`config.mk`:
```
export PLATFORM = sky130hd
export DESIGN_NAME = rectangle_top_three_tracker_top
export DESIGN_NICKNAME = d
export VERILOG_FILES = /design/src/sv/rtt_pkg.sv /design/src/sv/rectangle_top_three_tracker_top.sv /design/src/sv/rtt_front.sv /design/src/sv/rtt_queue.sv /design/src/sv/rtt_back.sv
export SDC_FILE = /design/constraint.sdc
export NUM_CORES = 2
export LEC_CHECK = 0
export ABC_CLOCK_PERIOD_IN_PS = 8800
export BUFFER_PORTS_ARGS = -buffer_cell sky130_fd_sc_hd__buf_2
export CORE_ASPECT_RATIO = 1.4
export CORE_MARGIN = 2
export CORE_UTILIZATION = 57
export DETAILED_ROUTE_END_ITERATION = 12
export GPL_ROUTABILITY_DRIVEN = 0
export PLACE_DENSITY = 0.76
export SYNTH_ARGS = -nofsm -noshare
export SYNTH_HDL_FRONTEND = slang
export SYNTH_HIERARCHICAL = 1
export SYNTH_SLANG_ARGS = --single-unit
```
`constraint.sdc`:
```
create_clock -name clk_i -period 8.8 [get_ports clk_i]
set_input_delay 1.32 -clock clk_i [delete_from_list [all_inputs] [get_ports clk_i]]
set_output_delay 1.32 -clock clk_i [all_outputs]
set_load 0.01 [all_outputs]
```
`src/sv/rtt_pkg.sv`:
```
package rtt_pkg;

  localparam int unsigned KEEP_COUNT_DEF  = 3;
  localparam int unsigned COORD_WIDTH_DEF = 16;
  localparam int unsigned QUEUE_DEPTH     = 2;

  localparam logic REQ_INSERT = 1'b0;
  localparam logic REQ_REPORT = 1'b1;

  localparam logic STATUS_OK    = 1'b0;
  localparam logic STATUS_SHORT = 1'b1;

  typedef enum logic [1:0] {
    ST_IDLE,
    ST_CALC,
    ST_INSERT,
    ST_REPORT
  } back_state_e;

endpackage

```
`src/sv/rectangle_top_three_tracker_top.sv`:
```
// Keeps the KEEP_COUNT largest rectangles, ranked by perimeter and then by
// area, with the earlier item winning a full tie.
// The input channel takes one item per handshake: req_type 0 inserts the
// rectangle given by two opposite corners, req_type 1 asks for a report.
// A report returns KEEP_COUNT items on the output channel, smallest first,
// with last_of_run set on the final one. With fewer than KEEP_COUNT inserts
// it returns one item with status and last_of_run set and all else zero.
// A front stage normalizes the corners and forms the side lengths, then a
// two-entry queue feeds the back end, which computes perimeter and area in
// its CALC state and does the compare-insert in the next, its INSERT state.
// An insert passes through the CALC and INSERT states, and the back end
// already pops the next queued item while it is in INSERT.
// A report's items leave the output register one after another, each
// loaded when the register is empty or the receiver takes the one before.
// When the receiver stalls the back end holds, the queue fills and then
// in_ready_o drops. Reset empties the list and clears the insert count.
module rectangle_top_three_tracker_top
  import rtt_pkg::*;
#(
  parameter int unsigned KEEP_COUNT  = KEEP_COUNT_DEF,
  parameter int unsigned COORD_WIDTH = COORD_WIDTH_DEF
) (
  input  logic                          clk_i,
  input  logic                          rst_ni,
  input  logic                          in_valid_i,
  output logic                          in_ready_o,
  input  logic                          req_type_i,
  input  logic signed [COORD_WIDTH-1:0] corner_ax_i,
  input  logic signed [COORD_WIDTH-1:0] corner_ay_i,
  input  logic signed [COORD_WIDTH-1:0] corner_bx_i,
  input  logic signed [COORD_WIDTH-1:0] corner_by_i,
  output logic                          out_valid_o,
  input  logic                          out_ready_i,
  output logic signed [COORD_WIDTH-1:0] x_low_o,
  output logic signed [COORD_WIDTH-1:0] y_low_o,
  output logic signed [COORD_WIDTH-1:0] x_high_o,
  output logic signed [COORD_WIDTH-1:0] y_high_o,
  output logic [COORD_WIDTH+1:0]        rect_perimeter_o,
  output logic [2*COORD_WIDTH-1:0]      rect_area_o,
  output logic                          last_of_run_o,
  output logic                          status_o
);

  localparam int unsigned IW = 6 * COORD_WIDTH + 1;

  logic          push, push_ready, pop_valid, pop;
  logic [IW-1:0] push_item, pop_item;

  rtt_front #(
    .COORD_WIDTH(COORD_WIDTH)
  ) u_front (
    .clk_i       (clk_i),
    .rst_ni      (rst_ni),
    .in_valid_i  (in_valid_i),
    .in_ready_o  (in_ready_o),
    .req_type_i  (req_type_i),
    .corner_ax_i (corner_ax_i),
    .corner_ay_i (corner_ay_i),
    .corner_bx_i (corner_bx_i),
    .corner_by_i (corner_by_i),
    .push_o      (push),
    .push_ready_i(push_ready),
    .push_item_o (push_item)
  );

  rtt_queue #(
    .WIDTH(IW),
    .DEPTH(QUEUE_DEPTH)
  ) u_queue (
    .clk_i       (clk_i),
    .rst_ni      (rst_ni),
    .push_i      (push),
    .push_ready_o(push_ready),
    .push_item_i (push_item),
    .pop_valid_o (pop_valid),
    .pop_i       (pop),
    .pop_item_o  (pop_item)
  );

  rtt_back #(
    .KEEP_COUNT (KEEP_COUNT),
    .COORD_WIDTH(COORD_WIDTH)
  ) u_back (
    .clk_i           (clk_i),
    .rst_ni          (rst_ni),
    .pop_valid_i     (pop_valid),
    .pop_o           (pop),
    .pop_item_i      (pop_item),
    .out_valid_o     (out_valid_o),
    .out_ready_i     (out_ready_i),
    .x_low_o         (x_low_o),
    .y_low_o         (y_low_o),
    .x_high_o        (x_high_o),
    .y_high_o        (y_high_o),
    .rect_perimeter_o(rect_perimeter_o),
    .rect_area_o     (rect_area_o),
    .last_of_run_o   (last_of_run_o),
    .status_o        (status_o)
  );

endmodule

```
`src/sv/rtt_front.sv`:
```
module rtt_front
  import rtt_pkg::*;
#(
  parameter int unsigned COORD_WIDTH = COORD_WIDTH_DEF
) (
  input  logic                          clk_i,
  input  logic                          rst_ni,
  input  logic                          in_valid_i,
  output logic                          in_ready_o,
  input  logic                          req_type_i,
  input  logic signed [COORD_WIDTH-1:0] corner_ax_i,
  input  logic signed [COORD_WIDTH-1:0] corner_ay_i,
  input  logic signed [COORD_WIDTH-1:0] corner_bx_i,
  input  logic signed [COORD_WIDTH-1:0] corner_by_i,
  output logic                          push_o,
  input  logic                          push_ready_i,
  output logic [6*COORD_WIDTH:0]        push_item_o
);

  logic                   valid_q;
  logic [6*COORD_WIDTH:0] item_q;
  logic [6*COORD_WIDTH:0] item_d;
  logic                   accept;
  logic [COORD_WIDTH-1:0] xl, xh, yl, yh, w, h;

  // Corners are normalized and the side lengths formed before queuing.
  always_comb begin
    if (corner_ax_i < corner_bx_i) begin
      xl = corner_ax_i;
      xh = corner_bx_i;
    end else begin
      xl = corner_bx_i;
      xh = corner_ax_i;
    end
    if (corner_ay_i < corner_by_i) begin
      yl = corner_ay_i;
      yh = corner_by_i;
    end else begin
      yl = corner_by_i;
      yh = corner_ay_i;
    end
    w = xh - xl;
    h = yh - yl;
    item_d = {req_type_i, xl, yl, xh, yh, w, h};
  end

  assign in_ready_o  = !valid_q || push_ready_i;
  assign accept      = in_valid_i && in_ready_o;
  assign push_o      = valid_q;
  assign push_item_o = item_q;

  always_ff @(posedge clk_i or negedge rst_ni) begin
    if (!rst_ni) begin
      valid_q <= 1'b0;
    end else if (accept) begin
      valid_q <= 1'b1;
    end else if (push_ready_i) begin
      valid_q <= 1'b0;
    end
  end

  always_ff @(posedge clk_i) begin
    if (accept) begin
      item_q <= item_d;
    end
  end

endmodule

```
`src/sv/rtt_queue.sv`:
```
module rtt_queue
  import rtt_pkg::*;
#(
  parameter int unsigned WIDTH = 1,
  parameter int unsigned DEPTH = QUEUE_DEPTH
) (
  input  logic             clk_i,
  input  logic             rst_ni,
  input  logic             push_i,
  output logic             push_ready_o,
  input  logic [WIDTH-1:0] push_item_i,
  output logic             pop_valid_o,
  input  logic             pop_i,
  output logic [WIDTH-1:0] pop_item_o
);

  localparam int unsigned PW = (DEPTH > 1) ? $clog2(DEPTH) : 1;
  localparam int unsigned CW = $clog2(DEPTH + 1);

  logic [WIDTH-1:0] mem_q [DEPTH];
  logic [PW-1:0]    wr_q, rd_q;
  logic [CW-1:0]    cnt_q;
  logic             do_push, do_pop;

  assign push_ready_o = (cnt_q != CW'(DEPTH));
  assign pop_valid_o  = (cnt_q != '0);
  assign pop_item_o   = mem_q[rd_q];
  assign do_push      = push_i && push_ready_o;
  assign do_pop       = pop_i && pop_valid_o;

  always_ff @(posedge clk_i or negedge rst_ni) begin
    if (!rst_ni) begin
      wr_q  <= '0;
      rd_q  <= '0;
      cnt_q <= '0;
    end else begin
      if (do_push) begin
        wr_q <= (wr_q == PW'(DEPTH - 1)) ? '0 : wr_q + 1'b1;
      end
      if (do_pop) begin
        rd_q <= (rd_q == PW'(DEPTH - 1)) ? '0 : rd_q + 1'b1;
      end
      if (do_push && !do_pop) begin
        cnt_q <= cnt_q + 1'b1;
      end else if (do_pop && !do_push) begin
        cnt_q <= cnt_q - 1'b1;
      end
    end
  end

  always_ff @(posedge clk_i) begin
    if (do_push) begin
      mem_q[wr_q] <= push_item_i;
    end
  end

endmodule

```
`src/sv/rtt_back.sv`:
```
module rtt_back
  import rtt_pkg::*;
#(
  parameter int unsigned KEEP_COUNT  = KEEP_COUNT_DEF,
  parameter int unsigned COORD_WIDTH = COORD_WIDTH_DEF
) (
  input  logic                          clk_i,
  input  logic                          rst_ni,
  input  logic                          pop_valid_i,
  output logic                          pop_o,
  input  logic [6*COORD_WIDTH:0]        pop_item_i,
  output logic                          out_valid_o,
  input  logic                          out_ready_i,
  output logic signed [COORD_WIDTH-1:0] x_low_o,
  output logic signed [COORD_WIDTH-1:0] y_low_o,
  output logic signed [COORD_WIDTH-1:0] x_high_o,
  output logic signed [COORD_WIDTH-1:0] y_high_o,
  output logic [COORD_WIDTH+1:0]        rect_perimeter_o,
  output logic [2*COORD_WIDTH-1:0]      rect_area_o,
  output logic                          last_of_run_o,
  output logic                          status_o
);

  localparam int unsigned CW  = COORD_WIDTH;
  localparam int unsigned NW  = $clog2(KEEP_COUNT + 1);
  localparam int unsigned RW  = (KEEP_COUNT > 1) ? $clog2(KEEP_COUNT) : 1;

  back_state_e state_q, state_d;

  logic          head_report;
  logic [CW-1:0] head_xl, head_yl, head_xh, head_yh, head_w, head_h;

  logic [CW-1:0]   wxl_q, wyl_q, wxh_q, wyh_q, ww_q, wh_q;
  logic [CW+1:0]   per_q;
  logic [2*CW-1:0] area_q;

  logic [CW-1:0]   kxl_q [KEEP_COUNT];
  logic [CW-1:0]   kyl_q [KEEP_COUNT];
  logic [CW-1:0]   kxh_q [KEEP_COUNT];
  logic [CW-1:0]   kyh_q [KEEP_COUNT];
  logic [CW+1:0]   kper_q [KEEP_COUNT];
  logic [2*CW-1:0] karea_q [KEEP_COUNT];

  logic [NW-1:0] cnt_q;
  logic [RW-1:0] run_q;
  logic [RW-1:0] slot;

  logic out_valid_q;
  logic pop, do_calc, do_insert, load_out, short_list, run_done;

  logic [NW-1:0] pos;
  logic          found;

  assign {head_report, head_xl, head_yl, head_xh, head_yh, head_w, head_h} = pop_item_i;

  assign short_list = (cnt_q != NW'(KEEP_COUNT));
  assign run_done   = short_list || (run_q == RW'(KEEP_COUNT - 1));
  assign slot       = RW'(KEEP_COUNT - 1) - run_q;

  always_comb begin
    pop       = 1'b0;
    do_calc   = 1'b0;
    do_insert = 1'b0;
    load_out  = 1'b0;
    case (state_q)
      ST_IDLE: begin
        pop = pop_valid_i;
      end
      ST_CALC: begin
        do_calc = 1'b1;
      end
      ST_INSERT: begin
        do_insert = 1'b1;
        pop       = pop_valid_i;
      end
      ST_REPORT: begin
        load_out = !out_valid_q || out_ready_i;
      end
      default: begin
        pop = 1'b0;
      end
    endcase
  end

  always_comb begin
    state_d = state_q;
    case (state_q)
      ST_IDLE, ST_INSERT: begin
        if (pop) begin
          state_d = (head_report == REQ_REPORT) ? ST_REPORT : ST_CALC;
        end else begin
          state_d = ST_IDLE;
        end
      end
      ST_CALC: begin
        state_d = ST_INSERT;
      end
      ST_REPORT: begin
        if (load_out && run_done) begin
          state_d = ST_IDLE;
        end
      end
      default: begin
        state_d = ST_IDLE;
      end
    endcase
  end

  // The new rectangle goes to the first slot it beats strictly.
  always_comb begin
    pos   = cnt_q;
    found = 1'b0;
    for (int k = 0; k < KEEP_COUNT; k++) begin
      if (!found && (NW'(k) < cnt_q) &&
          ((per_q > kper_q[k]) || ((per_q == kper_q[k]) && (area_q > karea_q[k])))) begin
        pos   = NW'(k);
        found = 1'b1;
      end
    end
  end

  assign pop_o = pop;

  always_ff @(posedge clk_i or negedge rst_ni) begin
    if (!rst_ni) begin
      state_q     <= ST_IDLE;
      cnt_q       <= '0;
      run_q       <= '0;
      out_valid_q <= 1'b0;
    end else begin
      state_q <= state_d;
      if (do_insert && short_list) begin
        cnt_q <= cnt_q + 1'b1;
      end
      if (pop) begin
        run_q <= '0;
      end else if (load_out) begin
        run_q <= run_q + 1'b1;
      end
      if (load_out) begin
        out_valid_q <= 1'b1;
      end else if (out_ready_i) begin
        out_valid_q <= 1'b0;
      end
    end
  end

  always_ff @(posedge clk_i) begin
    if (pop) begin
      wxl_q <= head_xl;
      wyl_q <= head_yl;
      wxh_q <= head_xh;
      wyh_q <= head_yh;
      ww_q  <= head_w;
      wh_q  <= head_h;
    end
    if (do_calc) begin
      per_q  <= {({1'b0, ww_q} + {1'b0, wh_q}), 1'b0};
      area_q <= ww_q * wh_q;
    end
    if (do_insert) begin
      for (int k = 0; k < KEEP_COUNT; k++) begin
        if (NW'(k) == pos) begin
          kxl_q[k]   <= wxl_q;
          kyl_q[k]   <= wyl_q;
          kxh_q[k]   <= wxh_q;
          kyh_q[k]   <= wyh_q;
          kper_q[k]  <= per_q;
          karea_q[k] <= area_q;
        end
      end
      for (int k = 1; k < KEEP_COUNT; k++) begin
        if (NW'(k) > pos) begin
          kxl_q[k]   <= kxl_q[k-1];
          kyl_q[k]   <= kyl_q[k-1];
          kxh_q[k]   <= kxh_q[k-1];
          kyh_q[k]   <= kyh_q[k-1];
          kper_q[k]  <= kper_q[k-1];
          karea_q[k] <= karea_q[k-1];
        end
      end
    end
    if (load_out) begin
      if (short_list) begin
        x_low_o          <= '0;
        y_low_o          <= '0;
        x_high_o         <= '0;
        y_high_o         <= '0;
        rect_perimeter_o <= '0;
        rect_area_o      <= '0;
        last_of_run_o    <= 1'b1;
        status_o         <= STATUS_SHORT;
      end else begin
        x_low_o          <= kxl_q[slot];
        y_low_o          <= kyl_q[slot];
        x_high_o         <= kxh_q[slot];
        y_high_o         <= kyh_q[slot];
        rect_perimeter_o <= kper_q[slot];
        rect_area_o      <= karea_q[slot];
        last_of_run_o    <= run_done;
        status_o         <= STATUS_OK;
      end
    end
  end

  assign out_valid_o = out_valid_q;

endmodule

```
==> flow_summary.toml <==
[drt]
vias = 29860
drc = 0
final_antenna_net_count = 0
vias_per_cell = 5.756
first_iter_violations = 2267
wire_per_inst_um = 21.46
wirelength_um = 111300
first_pass_iters = 5

[floorplan]
pin_count = 187
die_area_um2 = 89460
rows = 128
start_util = 0.5727
dieHeight_um = 353.1
core_area_um2 = 86640
die_w_um = 253.4

[grt]
grt_pass1_wl_um = 173800
grt.total_usage = 0.2529
grt_overflow = 0
grt_max_degree = 162
grt_pass1_vias = 30540
antenna_found_initial = 3

[worst_setup_path]
criticalPathCategory = "register to register"
path_max_fanout = 16
worstPathArrival_ns = 7.23
critPathMaxStageDelay_ns = 0.75
r2r_start = "u_back/ww_q[7]$_DFFE_PP_"
r2r_end = "u_back/area_q[30]$_DFFE_PP_"
cp-end-kind = "register"
slowest_stage = "edfxtp_1"
cp-start-kind = "register"
path_cells = "ha_1 > inv_1 > fa_1 > inv_1 > fa_1 > inv_1 > fa_1 > inv_1 > fa_1 > fa_1 > inv_1 > fa_1 > inv_1 > ha_1 > nand4_1 > nor3_1 > o21ai_0 > o21ai_0 > and2_1 > nand4_1 > a31oi_1 > xor2_1"
ff2ff_path_depth = 22
worst_ep_required_time_ns = 9.20
rrSetupSlack_ns = 1.97

[placed_design]
port_buffers = 185
hpwl_um = 77520

[sta]
max_freq_mhz = 146.5
tightest_slew_ns = 1.107
final_max_slew_viol_count = 0
final-setup-viol-count = 0
fin_skew_ns = 0.03150
tns_ns = 0
finalCriticalPeriod_ns = 6.828
rsz0062_at_grt = "false"
slew_headroom = 0.2619
finalCritPeriodShare = 0.7759
final_hold_viol_count = 0

[synthesis]
async_flop_share = 0.01330
synth_most_common_cell = "edfxtp_1"
yosysUniqueCellTypes = 88
ys_ff_latch = 902
netlist_top_cells_count = "890 x edfxtp_1, 452 x inv_1, 304 x ha_1"
netlist_area_um2 = 49620
synth_area_leaders = "edfxtp_1 54%, fa_1 7.9%, ha_1 7.7%, mux2_2 5.3%, inv_1 3.4%"
synth.top_cell.area_share = 0.5386
yosysWarnings = 6
syn_inst = 3806
synth_nets = 4374
synth-main-ff-cell = "edfxtp_1"
yosysTopAreaCell = "edfxtp_1"
seq_area_frac_synth = 0.5447
synth_edf_count = 890
avgSynthCellArea_um2 = 13.04

[hold_path]
min_to = "u_queue/mem_q[0][56]$_DFFE_PP_"
hold_depth = 0
min_path_type = "register to register"
hp-start = "u_front/push_item_o[56]$_DFFE_PP_"

[clock_tree]
postCtsSetupRepairBufs = 0
cts_tree = "built"
clk_pin_slew_worst_paths_ns = 0.07
htree_levels = 3
root_buffer = "clkbuf_16"
clk_path_buf_depth = 3
cts.sinks = 902
clkLatencyLatePin_ns = 0.66
cts_buffers = 84
cts_resized = 0
postCtsHoldBufs = 0

[final_layout]
drive_gt1_frac = 0.1566
nets = 4523
fill_cells = 6482
syn2layout_area_growth_pct = 9.608

[job]
cap_violations = 0

[status]
status = "finished clean"
[metrics by stage]
stage	hold WS [ns]	instance area, um2	cells	utilization	worst slack [ns]
floorplan	0.4215	49620	3806	-	0.2426
global placement	0.4217	51620	5039	0.5957	2.142
detailed placement	0.4306	51620	5039	0.5957	1.969
CTS	0.4441	54380	5187	0.6276	1.962
global route	0.4521	54380	5188	0.6277	1.639
finish	0.4437	54380	5188	0.6277	1.972
[state kept, by name, summed over array words and instances, names as in the netlist, 17 cells and up]
| signal | count |
|---|---|
| u_queue/mem_q | 194 |
| u_front/push_item_o | 97 |
| u_back/karea_q | 96 |
| u_back/kper_q | 51 |
| u_back/kxh_q | 48 |
| u_back/kxl_q | 48 |
| u_back/kyh_q | 48 |
| u_back/kyl_q | 48 |
| u_back/area_q | 32 |
| u_back/rect_area_o | 32 |
| u_back/per_q | 17 |
| u_back/rect_perimeter_o | 17 |
[area by class of cell]
class / count / area (um2) / area share
sequential: 902 / 27030 / 0.4971
multi-input combinational: 2306 / 20270 / 0.3728
clock buffer: 102 / 2212 / 0.04068
inverter: 453 / 1708 / 0.03140
tap: 1170 / 1464 / 0.02692
timing repair buffer: 208 / 1136 / 0.02089
clock inverter: 46 / 553.0 / 0.01017
antenna: 1 / 2.502 / 0.00004601
[layer usage]
| metal | routed length [um] | part of all wire | vias to the layer above | GRT usage |
|---|---|---|---|---|
| met1 | 44490 | 0.40 | 14810 | 0.3185 |
| met2 | 56550 | 0.51 | 978 | 0.4418 |
| met5 | 44 | 0.00040 | - | 0 |
| li1 | - | - | 13870 | - |
| met4 | 4322 | 0.039 | 6 | 0.1026 |
| met3 | 5915 | 0.053 | 204 | 0.03169 |
[how the worst max path moves through the flow]
stage                                     end                       start  slack (ns)
2_1_floorplan  u_back/karea_q[2][0]$_DFFE_PP_  u_back/area_q[9]$_DFFE_PP_        0.24
3_3_place_gp      u_back/area_q[30]$_DFFE_PP_    u_back/ww_q[6]$_DFFE_PP_        2.14
3_5_place_dp      u_back/area_q[30]$_DFFE_PP_    u_back/ww_q[6]$_DFFE_PP_        1.97
4_1_cts           u_back/area_q[30]$_DFFE_PP_    u_back/ww_q[6]$_DFFE_PP_        1.96
5_1_grt           u_back/area_q[24]$_DFFE_PP_    u_back/ww_q[4]$_DFFE_PP_        1.64
6_report          u_back/area_q[30]$_DFFE_PP_    u_back/ww_q[7]$_DFFE_PP_        1.97
[cells by family (layout without fill, tap and decap cells)]
family,after synthesis,after routing,share of synthesized area
flops,902,902,0.5447
simple gates,766,766,0.07212
buf+inv,598,809,0.04844
compound gates,562,562,0.07507
fa+ha+maj,499,499,0.1553
mux,401,401,0.09066
xor+xnor,77,77,0.01359
other cells,1,2,0.00007558
[placed cells by master, fill, tap and decap left out, types with 22 or more instances in the layout]
master | Yosys | final
o21a_1 | 22 | 22
nand2_1 | 245 | 245
and2_1 | 116 | 115
a211oi_1 | 108 | 108
mux2_1 | 68 | 68
edfxtp_1 | 890 | 890
clkbuf_16 | 0 | 86
nand4_1 | 36 | 36
mux2_2 | 235 | 235
xnor2_1 | 57 | 57
buf_2 | 20 | 185
fa_1 | 195 | 195
a21oi_1 | 150 | 150
mux2i_1 | 77 | 77
nor2_1 | 238 | 236
ha_1 | 304 | 303
o21ai_0 | 101 | 101
inv_1 | 452 | 450
a21o_1 | 65 | 65
[worst max-delay path, delay by kind of cell, from the launching register on]
family	cells	cell delay, ns
xor gates and xnor gates	1	0.08
DFF	1	0.75
adders and majority gates	8	3.66
buffers and inverters	6	0.31
AOI/OAI and AO/OA	3	0.94
and+or+nand+nor	4	0.83
Power is not shown: default switching activity piles up to over one toggle a cycle in this logic, so the estimate is an artifact.
